===== config.mk =====
export PLATFORM = sky130hd
export DESIGN_NAME = coalescing_event_fifo
export DESIGN_NICKNAME = d
export VERILOG_FILES = /design/src/hdl/cef_pkg.sv /design/src/hdl/cef_ram.sv /design/src/hdl/coalescing_event_fifo.sv
export SDC_FILE = /design/constraint.sdc
export NUM_CORES = 2
export LEC_CHECK = 0
export BUFFER_PORTS_ARGS = -buffer_cell sky130_fd_sc_hd__buf_2
export CELL_PAD_IN_SITES_DETAIL_PLACEMENT = 1
export CELL_PAD_IN_SITES_GLOBAL_PLACEMENT = 1
export CORE_ASPECT_RATIO = 1.5
export CORE_MARGIN = 4
export CORE_UTILIZATION = 49
export DETAILED_ROUTE_END_ITERATION = 8
export HOLD_SLACK_MARGIN = 0.15
export PLACE_DENSITY = 0.84
export SLEW_MARGIN = 40
export SYNTH_ARGS = -nofsm -noshare
export SYNTH_HDL_FRONTEND = slang
export SYNTH_HIERARCHICAL = 1
export SYNTH_SLANG_ARGS = --single-unit

===== constraint.sdc =====
create_clock -name clk -period 7 [get_ports clk]
set_input_delay 0.7 -clock clk [delete_from_list [all_inputs] [get_ports clk]]
set_output_delay 0.7 -clock clk [all_outputs]
set_load 0.05 [all_outputs]

===== src/hdl/cef_pkg.sv =====
// ----------------------------------------------------------------------------
// cef_pkg
// Shared types and codes for the coalescing event fifo.
// ----------------------------------------------------------------------------
`timescale 1ns / 1ps

package cef_pkg;

    localparam int DEPTH_DEFAULT        = 16;
    localparam int PAYLOAD_BITS_DEFAULT = 64;

    localparam int EVENT_TYPE_W    = 8;
    localparam int EVENT_PAYLOAD_W = 64;
    localparam int STATUS_W        = 2;
    localparam int OCC_W           = 5;
    localparam int CFG_IDX_W       = 2;
    localparam int CFG_DATA_W      = 8;
    localparam int ENABLE_W        = 2;

    // operation codes
    localparam logic FUNC_PUSH = 1'b0;
    localparam logic FUNC_POLL = 1'b1;

    // push status codes
    localparam logic [STATUS_W-1:0] ST_POLL   = 2'd0;
    localparam logic [STATUS_W-1:0] ST_APPEND = 2'd1;
    localparam logic [STATUS_W-1:0] ST_COAL   = 2'd2;
    localparam logic [STATUS_W-1:0] ST_DROP   = 2'd3;

    // configuration register indexes
    localparam logic [CFG_IDX_W-1:0] REG_TYPE_A = 2'd0;
    localparam logic [CFG_IDX_W-1:0] REG_TYPE_B = 2'd1;
    localparam logic [CFG_IDX_W-1:0] REG_ENABLE = 2'd2;

    typedef struct packed {
        logic                       func;
        logic [EVENT_TYPE_W-1:0]    event_type;
        logic [EVENT_PAYLOAD_W-1:0] event_payload;
    } req_t;

    typedef struct packed {
        logic                       out_valid;
        logic [EVENT_TYPE_W-1:0]    out_type;
        logic [EVENT_PAYLOAD_W-1:0] out_payload;
        logic [STATUS_W-1:0]        push_status;
        logic [OCC_W-1:0]           occupancy;
    } rsp_t;

endpackage


===== src/hdl/cef_ram.sv =====
// ----------------------------------------------------------------------------
// cef_ram
// Single write port, single read port memory with registered read data.
// ----------------------------------------------------------------------------
`timescale 1ns / 1ps

module cef_ram #(
    parameter int DEPTH = cef_pkg::DEPTH_DEFAULT,
    parameter int WIDTH = cef_pkg::EVENT_TYPE_W
) (
    input  logic                     clk,
    input  logic                     we,
    input  logic [$clog2(DEPTH)-1:0] waddr,
    input  logic [WIDTH-1:0]         wdata,
    input  logic [$clog2(DEPTH)-1:0] raddr,
    output logic [WIDTH-1:0]         rdata
);

    logic [WIDTH-1:0] mem [DEPTH];

    always_ff @(posedge clk)
    begin
        if (we)
        begin
            mem[waddr] <= wdata;
        end
        rdata <= mem[raddr];
    end

endmodule


===== src/hdl/coalescing_event_fifo.sv =====
// ----------------------------------------------------------------------------
// coalescing_event_fifo
// Ring-buffer event queue. A push of an enabled coalescible type first searches
// the queued entries from newest to oldest and overwrites the payload of the
// first entry of the same type; otherwise it appends, or is dropped when the
// queue is full. A poll returns the oldest entry. One item is handled at a time,
// and a coalescible push searches up to the whole occupancy, since the search
// reads the type memory through its single read port one entry per cycle. The
// result sits in an output register, so the next item is accepted while it
// waits; a result is moved out only when that register is free.
// ----------------------------------------------------------------------------
`timescale 1ns / 1ps

module coalescing_event_fifo #(
    parameter int DEPTH        = cef_pkg::DEPTH_DEFAULT,
    parameter int PAYLOAD_BITS = cef_pkg::PAYLOAD_BITS_DEFAULT
) (
    input  logic                               clk,
    input  logic                               rst_n,
    input  logic                               req_valid,
    output logic                               req_ready,
    input  cef_pkg::req_t                      req,
    output logic                               rsp_valid,
    input  logic                               rsp_ready,
    output cef_pkg::rsp_t                      rsp,
    input  logic                               cfg_we,
    input  logic [cef_pkg::CFG_IDX_W-1:0]      cfg_index,
    input  logic [cef_pkg::CFG_DATA_W-1:0]     cfg_data
);

    localparam int AW    = $clog2(DEPTH);
    localparam int PTR_W = $clog2(2 * DEPTH);
    localparam int LVL_W = $clog2(DEPTH + 1);

    localparam logic [PTR_W-1:0] PTR_LAST = PTR_W'(2 * DEPTH - 1);
    localparam logic [PTR_W-1:0] PTR_HALF = PTR_W'(DEPTH);
    localparam logic [LVL_W-1:0] LVL_FULL = LVL_W'(DEPTH);

    typedef enum logic [2:0] {
        S_IDLE,
        S_POLL_DATA,
        S_SCAN,
        S_PUSH_END,
        S_DONE
    } state_t;

    state_t                              state_reg, state_next;
    logic [cef_pkg::EVENT_TYPE_W-1:0]    type_reg, type_next;
    logic [PAYLOAD_BITS-1:0]             payload_reg, payload_next;
    logic [PTR_W-1:0]                    wr_ptr_reg, wr_ptr_next;
    logic [PTR_W-1:0]                    rd_ptr_reg, rd_ptr_next;
    logic [PTR_W-1:0]                    scan_ptr_reg, scan_ptr_next;
    logic [LVL_W-1:0]                    scan_left_reg, scan_left_next;
    logic                                cmp_valid_reg, cmp_valid_next;
    logic                                cmp_last_reg, cmp_last_next;
    logic [AW-1:0]                       cmp_slot_reg, cmp_slot_next;
    logic                                res_valid_reg, res_valid_next;
    logic [cef_pkg::EVENT_TYPE_W-1:0]    res_type_reg, res_type_next;
    logic [PAYLOAD_BITS-1:0]             res_payload_reg, res_payload_next;
    logic [cef_pkg::STATUS_W-1:0]        res_status_reg, res_status_next;
    logic                                rsp_valid_reg, rsp_valid_next;
    cef_pkg::rsp_t                       rsp_reg, rsp_next;
    logic [cef_pkg::EVENT_TYPE_W-1:0]    type_a_reg, type_a_next;
    logic [cef_pkg::EVENT_TYPE_W-1:0]    type_b_reg, type_b_next;
    logic [cef_pkg::ENABLE_W-1:0]        enable_reg, enable_next;

    logic                                ram_type_we;
    logic                                ram_pl_we;
    logic [AW-1:0]                       ram_waddr;
    logic [AW-1:0]                       ram_raddr;
    logic [cef_pkg::EVENT_TYPE_W-1:0]    type_rdata;
    logic [PAYLOAD_BITS-1:0]             pl_rdata;

    logic [LVL_W-1:0]                    level;
    logic [PTR_W-1:0]                    scan_prev;
    logic                                coalescible;

    function automatic logic [AW-1:0] slot_of(input logic [PTR_W-1:0] p);
        logic [PTR_W-1:0] s;
        s = (p >= PTR_HALF) ? (p - PTR_HALF) : p;
        return s[AW-1:0];
    endfunction

    function automatic logic [PTR_W-1:0] ptr_inc(input logic [PTR_W-1:0] p);
        return (p == PTR_LAST) ? '0 : (p + PTR_W'(1));
    endfunction

    cef_ram #(
        .DEPTH (DEPTH),
        .WIDTH (cef_pkg::EVENT_TYPE_W)
    ) u_type_ram (
        .clk   (clk),
        .we    (ram_type_we),
        .waddr (ram_waddr),
        .wdata (type_reg),
        .raddr (ram_raddr),
        .rdata (type_rdata)
    );

    cef_ram #(
        .DEPTH (DEPTH),
        .WIDTH (PAYLOAD_BITS)
    ) u_payload_ram (
        .clk   (clk),
        .we    (ram_pl_we),
        .waddr (ram_waddr),
        .wdata (payload_reg),
        .raddr (ram_raddr),
        .rdata (pl_rdata)
    );

    // fill level from pointers that count modulo twice the depth
    always_comb
    begin
        logic [PTR_W:0] diff;
        diff = (wr_ptr_reg >= rd_ptr_reg)
             ? ({1'b0, wr_ptr_reg} - {1'b0, rd_ptr_reg})
             : ({1'b0, wr_ptr_reg} + (PTR_W+1)'(2 * DEPTH) - {1'b0, rd_ptr_reg});
        level = diff[LVL_W-1:0];
    end

    assign scan_prev   = (scan_ptr_reg == '0) ? PTR_LAST : (scan_ptr_reg - PTR_W'(1));
    assign coalescible = (enable_reg[0] && (req.event_type == type_a_reg))
                      || (enable_reg[1] && (req.event_type == type_b_reg));

    assign req_ready = (state_reg == S_IDLE);
    assign rsp_valid = rsp_valid_reg;
    assign rsp       = rsp_reg;

    always_comb
    begin
        state_next       = state_reg;
        type_next        = type_reg;
        payload_next     = payload_reg;
        wr_ptr_next      = wr_ptr_reg;
        rd_ptr_next      = rd_ptr_reg;
        scan_ptr_next    = scan_ptr_reg;
        scan_left_next   = scan_left_reg;
        cmp_valid_next   = cmp_valid_reg;
        cmp_last_next    = cmp_last_reg;
        cmp_slot_next    = cmp_slot_reg;
        res_valid_next   = res_valid_reg;
        res_type_next    = res_type_reg;
        res_payload_next = res_payload_reg;
        res_status_next  = res_status_reg;
        rsp_valid_next   = rsp_valid_reg;
        rsp_next         = rsp_reg;
        type_a_next      = type_a_reg;
        type_b_next      = type_b_reg;
        enable_next      = enable_reg;
        ram_type_we      = 1'b0;
        ram_pl_we        = 1'b0;
        ram_waddr        = slot_of(wr_ptr_reg);
        ram_raddr        = slot_of(rd_ptr_reg);

        if (cfg_we)
        begin
            unique case (cfg_index)
                cef_pkg::REG_TYPE_A: type_a_next = cfg_data;
                cef_pkg::REG_TYPE_B: type_b_next = cfg_data;
                cef_pkg::REG_ENABLE: enable_next = cfg_data[cef_pkg::ENABLE_W-1:0];
                default: ;
            endcase
        end

        if (rsp_ready)
        begin
            rsp_valid_next = 1'b0;
        end

        unique case (state_reg)
            S_IDLE:
            begin
                if (req_valid)
                begin
                    type_next        = req.event_type;
                    payload_next     = req.event_payload[PAYLOAD_BITS-1:0];
                    cmp_valid_next   = 1'b0;
                    res_valid_next   = 1'b0;
                    res_type_next    = '0;
                    res_payload_next = '0;
                    res_status_next  = cef_pkg::ST_POLL;
                    if (req.func == cef_pkg::FUNC_POLL)
                    begin
                        // read address already points at the oldest entry
                        state_next = (level == '0) ? S_DONE : S_POLL_DATA;
                    end
                    else if (coalescible && (level != '0))
                    begin
                        scan_ptr_next  = wr_ptr_reg;
                        scan_left_next = level;
                        state_next     = S_SCAN;
                    end
                    else
                    begin
                        state_next = S_PUSH_END;
                    end
                end
            end

            S_POLL_DATA:
            begin
                res_valid_next   = 1'b1;
                res_type_next    = type_rdata;
                res_payload_next = pl_rdata;
                rd_ptr_next      = ptr_inc(rd_ptr_reg);
                state_next       = S_DONE;
            end

            S_SCAN:
            begin
                // one read issued and one compare done per cycle, newest first
                if (cmp_valid_reg && (type_rdata == type_reg))
                begin
                    ram_pl_we       = 1'b1;
                    ram_waddr       = cmp_slot_reg;
                    cmp_valid_next  = 1'b0;
                    res_status_next = cef_pkg::ST_COAL;
                    state_next      = S_DONE;
                end
                else if (cmp_valid_reg && cmp_last_reg)
                begin
                    cmp_valid_next = 1'b0;
                    state_next     = S_PUSH_END;
                end
                else if (scan_left_reg != '0)
                begin
                    ram_raddr      = slot_of(scan_prev);
                    scan_ptr_next  = scan_prev;
                    scan_left_next = scan_left_reg - LVL_W'(1);
                    cmp_valid_next = 1'b1;
                    cmp_slot_next  = slot_of(scan_prev);
                    cmp_last_next  = (scan_left_reg == LVL_W'(1));
                end
                else
                begin
                    cmp_valid_next = 1'b0;
                    state_next     = S_PUSH_END;
                end
            end

            S_PUSH_END:
            begin
                if (level == LVL_FULL)
                begin
                    res_status_next = cef_pkg::ST_DROP;
                end
                else
                begin
                    ram_type_we     = 1'b1;
                    ram_pl_we       = 1'b1;
                    wr_ptr_next     = ptr_inc(wr_ptr_reg);
                    res_status_next = cef_pkg::ST_APPEND;
                end
                state_next = S_DONE;
            end

            S_DONE:
            begin
                if (!rsp_valid_reg || rsp_ready)
                begin
                    rsp_valid_next        = 1'b1;
                    rsp_next.out_valid    = res_valid_reg;
                    rsp_next.out_type     = res_type_reg;
                    rsp_next.out_payload  = cef_pkg::EVENT_PAYLOAD_W'(res_payload_reg);
                    rsp_next.push_status  = res_status_reg;
                    rsp_next.occupancy    = cef_pkg::OCC_W'(level);
                    state_next            = S_IDLE;
                end
            end

            default:
            begin
                state_next = S_IDLE;
            end
        endcase
    end

    always_ff @(posedge clk or negedge rst_n)
    begin
        if (!rst_n)
        begin
            state_reg       <= S_IDLE;
            type_reg        <= '0;
            payload_reg     <= '0;
            wr_ptr_reg      <= '0;
            rd_ptr_reg      <= '0;
            scan_ptr_reg    <= '0;
            scan_left_reg   <= '0;
            cmp_valid_reg   <= 1'b0;
            cmp_last_reg    <= 1'b0;
            cmp_slot_reg    <= '0;
            res_valid_reg   <= 1'b0;
            res_type_reg    <= '0;
            res_payload_reg <= '0;
            res_status_reg  <= cef_pkg::ST_POLL;
            rsp_valid_reg   <= 1'b0;
            rsp_reg         <= '0;
            type_a_reg      <= '0;
            type_b_reg      <= '0;
            enable_reg      <= '0;
        end
        else
        begin
            state_reg       <= state_next;
            type_reg        <= type_next;
            payload_reg     <= payload_next;
            wr_ptr_reg      <= wr_ptr_next;
            rd_ptr_reg      <= rd_ptr_next;
            scan_ptr_reg    <= scan_ptr_next;
            scan_left_reg   <= scan_left_next;
            cmp_valid_reg   <= cmp_valid_next;
            cmp_last_reg    <= cmp_last_next;
            cmp_slot_reg    <= cmp_slot_next;
            res_valid_reg   <= res_valid_next;
            res_type_reg    <= res_type_next;
            res_payload_reg <= res_payload_next;
            res_status_reg  <= res_status_next;
            rsp_valid_reg   <= rsp_valid_next;
            rsp_reg         <= rsp_next;
            type_a_reg      <= type_a_next;
            type_b_reg      <= type_b_next;
            enable_reg      <= enable_next;
        end
    end

endmodule


[After elaboration in Yosys (flattened, before gate mapping)]
Memories as Yosys holds them, arrays and structs flattened. A register that Yosys moved wholly into a read port is not among the register bits.
Cells that the tools add are included.
Word-level totals
  memories kept: 2
  bits of input ports: 88
  flip-flop bits (word level): 275
  output and inout bits: 82
  memory bits (writable): 1152
Memory list
  u_payload_ram.mem: depth 16, bits a word 64, rd ports 1, clocked after Yosys merged registers in 1, wr ports 1, line cef_ram.sv:19  | logic [WIDTH-1:0] mem [DEPTH];
  u_type_ram.mem: depth 16, bits a word 8, rd ports 1, clocked after Yosys merged registers in 1, wr ports 1, line cef_ram.sv:19
Cells by class
  equal/unequal tests: 22
  multiplexer cells: 61
  bitwise logic cells: 3
  $add $sub $neg: 10
  order comparisons: 4
  reductions and logical operators: 30
Operator list (count)
  64-bit one-hot mux with 2 select lines: 1
  5-bit 2-to-1 mux: 16
  64-bit 2-to-1 mux: 1
  4-bit 2-to-1 mux: 9
  8-bit equality test: 3
  3-bit 2-to-1 mux: 7
  5-bit one-hot mux with 2 select lines: 2
  8-bit one-hot mux with 2 select lines: 1
  2-bit AND reduction: 8
  5-bit by 1-bit adder with 5-bit output, second input constant: 3
  5-bit equality test, second input constant: 3
  5-bit greater-or-equal comparator, second input constant: 3
  1-bit 2-to-1 mux: 15
  2-bit != test, second input constant: 7
  3-bit one-hot mux with 4 select lines: 1
  4-bit by 1-bit subtractor with 4-bit output, second input constant: 3
  5-bit zero test: 2
  5-bit nonzero test: 2
  5-bit by 1-bit subtractor with 5-bit output, second input constant: 2
  5-bit subtractor: 2
  8-bit 2-to-1 mux: 1
  7-bit AND reduction: 1
  3-bit by 2-bit equality test with 1-bit output, second input constant: 2
  2-bit 2-to-1 mux: 3
  21 further kinds: 32

[Longest topological paths before layout]
  depth after elaboration: 9
  depth in mapped cells: 15
  gate-level depth less buffers: 11

[Cells and area by module]
The synthesis kept the hierarchy.
Modules (own cells, without submodules)
  cef_ram at u_payload_ram: cells each 1647, times used 1, area an instance 39581.7 um2, sequential area each 32030.7 um2
  coalescing_event_fifo: cells each 943, times used 1, area an instance 11434.7 um2, sequential area each 6881.6 um2
  cef_ram at u_type_ram: cells each 229, times used 1, area an instance 5147.4 um2, sequential area each 4003.8 um2

[Worst setup path before layout]
No wires, ideal clock.
  path kind: register to register
  start point: reg wr_ptr_reg[0]
  end point: mem u_payload_ram/mem[0][0] in the netlist's numbering (enable)
  setup time: 565 ps
  path slack: -443 ps
  data arrival time: 6879 ps
  stages on the path, launching flop included: 12
  period minus slack after synthesis: 7443 ps
  cell sequence: dfrtp_1 -> inv_1 -> ha_1 -> fa_1 -> nand2b_1 -> a21oi_2 -> xor2_1 -> o31ai_2 -> inv_1 -> or2_2 -> or3b_2 -> nor3_1
On the way
  cells in the longest elaborated chain, start to end: 8
Ends and longest elaborated chain
  start: declaration: line coalescing_event_fifo.sv:50  | logic [PTR_W-1:0] wr_ptr_reg, wr_ptr_next;
  start signal: assignment: line coalescing_event_fifo.sv:308  | wr_ptr_reg <= wr_ptr_next;
  5-bit by 1-bit adder with 5-bit output: line coalescing_event_fifo.sv:118  | : ({1'b0, wr_ptr_reg} + (PTR_W+1)'(2 * DEPTH) - {1'b0, rd_ptr_reg});
  5-bit subtractor: line coalescing_event_fifo.sv:118
  5-bit 2-to-1 mux (*): line coalescing_event_fifo.sv:117  | ? ({1'b0, wr_ptr_reg} - {1'b0, rd_ptr_reg})
  5-bit equality test (*): line coalescing_event_fifo.sv:244  | if (level == LVL_FULL)
  1-bit 2-to-1 mux (*): line coalescing_event_fifo.sv:244
  1-bit one-hot mux with 2 select lines (*): line coalescing_event_fifo.sv:171  | unique case (state_reg)
  net ram_pl_we: line coalescing_event_fifo.sv:68  | logic ram_pl_we;
  1-bit 2-to-1 mux (*): line cef_ram.sv:23  | if (we)
  1-bit 2-to-1 mux (not written as such) (*): line cef_ram.sv:25  | mem[waddr] <= wdata;
  end: declaration: line cef_ram.sv:19
The timed path passes the listed nets; every way through them passes the cells marked *.

[Worst setup path in the final report]
  start point: reg wr_ptr_reg[0]
  end point: mem u_payload_ram/mem[0][18] in the netlist's numbering (enable)
Same word-level chain as after synthesis.

==> metrics <==
max-slew violations 0; Fillers 9845; CP required 7.39 ns; area share of the largest cell type after synthesis 61.6%; Synth area leaders edfxtp_1 62%, dfrtp_1 12%, mux4_2 11%, mux2_2 3.4%, dfxtp_1 2.6%; post-synthesis instance area roughly 0.056 mm2; Hold Path Class input pin to flop; RSZ-0062 raised after global routing no; Crit path buffers/inverters 4; R2R Setup Slk 2.22 ns; library cells used by synthesis 65; YS warnings 6; Stages on worst setup path 12; Worst-path clk slew 0.07 ns; Worst-Margin Slew between 0.8 and 0.9 ns; most frequent cells in the layout 1152 x edfxtp_1, 275 x dfrtp_1, 274 x mux4_2; worst setup path end u_payload_ram/mem[0][18]; status finished clean; crit path max-delay cell type buf_4; Post-Synth XOR/XNOR Area 0.452%; initial antenna violation count 1; pwr dens 471 mW/mm2; largest fanout on the critical path 42; layout net count 3196; Core Region about 0.11 mm2; relative slew slack 41.0%; Starting Density 49.5%; commonest non-fill, non-tap cell in the layout edfxtp_1; VDD IR-drop max 0.000390 V; max reg flops 1024; post-synthesis adder-cell area fraction 0.281%; IO buf count 169; Post-synth ARST share 18.3%; Syn Inst Count 2819; dominant synthesized flop cell edfxtp_1; fin worst setup slack roughly 2.2 ns; Area growth syn-to-layout 14.2%; Reg area 0.0429 mm2; vias in the first global route 31479; CP Cell Sequence inv_1 > ha_1 > fa_1 > xnor2_1 > nand3b_1 > o31ai_2 > inv_1 > or2_2 > or3b_2 > nor3_4 > buf_4 > buf_4; number of flops mapped to enable cells by yosys ~1200; Ant. Diodes 0; Root Buffer clkbuf_16; DRT iter0 DRCs 3422; Total Wirelength ~140 mm; sequential element share of the synthesized area 76.4%; max-cap violations 0; net count after synthesis ~2900; die area about 0.12 mm2; fin crit period between 4 and 5 ns; Place WS 2.28 ns; Leak Pwr 22.6 nW; post-synth top area cell edfxtp_1; Max clock buf depth 3; Arrival @ worst endpoint 5.17 ns; average cell area after synthesis ~20 um2; Synth Area in Compound Gates 2.77%; nature of the critical path startpoint flop; first-pass iteration count of the detailed router 5; dpl cells 4361; FP Rows 151; Die Ht 423 um; worst r2r src wr_ptr_reg[0]; global route total overflow 0; simple-gate share of the synthesized area 3.52%; drt drc 0; gpl congestion 0.788; r2r worst-path depth 12; Clock Sinks around 1500; Clock H-tree levels 4; Max Clock Skew a little under 0.04 ns; critical path endpoint category flop; hpwl dp 81.0 mm; final hold violations 0; Vias per Instance 6.20; setup_tns 0 ns; Via Count 28896; Wirelength per Cell around 30 um; Final Non-Filler Cells 4662; total power 30.2 mW; final setup vio count 0; TritonCTS Buffers 135; io pins 170; post-route ant nets 0; first-pass GRT wire length 215 mm; largest net degree at the start of global routing 150; Die Wd around 280 um; crit path kind flop to flop; Reg-to-Reg End u_payload_ram/mem[0][18]; CP Launch Point wr_ptr_reg[0]; combinational family with the most area after synthesis multiplexers; Synth Register Bits 1499; post-synthesis mux area share around 15%; Highest Clock Rate approximately 210 MHz; CP delay by family, top buffers and inverters; period utilization 68.3%; critical path's largest stage delay 0.67 ns; layout cell share with drive strength beyond 1 approximately 29%; Global Route Usage Sum 24.2%; Multi-input gate area 0.0128 mm2; CTS tree yes; worst-skew pair later-pin latency 0.78 ns
-- what timing repair did --
item / in CTS / in global routing
endpoints found under the hold margin: 118 / 0
hold buffers: 49 / 0
buffers inserted: 0 / 0
gates resized for setup: 0 / 0
-- power by group --
part	switching [mW]	internal, mW	total, mW
clock network	3.38	4.20	7.58
registers	1.57	11.7	13.2
logic	5.53	3.91	9.45
-- metrics by stage --
stage / util, % / cell area [um2] / hold WS (ns)
3_5_place_dp: 52.1 / 59100 / 0.413
4_1_cts: 56.5 / 64100 / 0.151
2_1_floorplan: - / 56200 / 0.398
3_3_place_gp: 51.9 / 58800 / 0.402
6_report: 56.6 / 64200 / 0.191
5_1_grt: 56.6 / 64200 / 0.155
-- layer usage --
layer,GRT usage [%],vias up,wire length [um]
met5,0,-,0
met4,8.39,0,4980
met3,3.92,284,10400
met2,42.1,1469,75300
met1,31.2,15317,52900
li1,-,11826,-
-- cell usage after synthesis (all sizes together), types with 17 or more instances --
cell type / instances
dfxtp: 72
dfrtp: 275
mux2: 173
nor3: 17
edfxtp: 1152
nand3: 83
buf: 68
nand2: 244
o21ai: 23
a22oi: 145
clkbuf: 72
xnor2: 26
mux4: 288
nor2: 56
-- how the worst min path moves through the flow --
| stage | to | startpoint | slack [ns] | depth (start not counted) |
|---|---|---|---|---|
| floorplan | cmp_last_reg | rst_n | 0.40 | 0 |
| global route | payload_reg[46] | req[46] | 0.16 | 2 |
| detailed placement | res_payload_reg[47] | u_payload_ram/rdata[47] | 0.41 | 2 |
| CTS | payload_reg[54] | req[54] | 0.15 | 2 |
| global placement | res_payload_reg[19] | u_payload_ram/rdata[19] | 0.40 | 2 |
| finish | payload_reg[54] | req[54] | 0.19 | 2 |
-- area by class of cell --
type | instances | area share [%]
Multi-Input combinational cell | 1164 | 19.9
Tap cell | 1453 | 2.83
Timing Repair Buffer | 283 | 3.24
Clock inverter | 67 | 1.19
Clock buffer | 183 | 5.85
Inverter | 13 | 0.0761
Sequential cell | 1499 | 66.9
-- kinds of logic after synthesis --
kind of cell | after synthesis
AOI/OAI and AO/OA | 209
xor gates and xnor gates | 29
adders and majority gates | 12
buffers and inverters | 156
DFF | 1499
muxes | 464
and+or+nand+nor | 450
No activity file was read; power rests on OpenSTA's default activity.
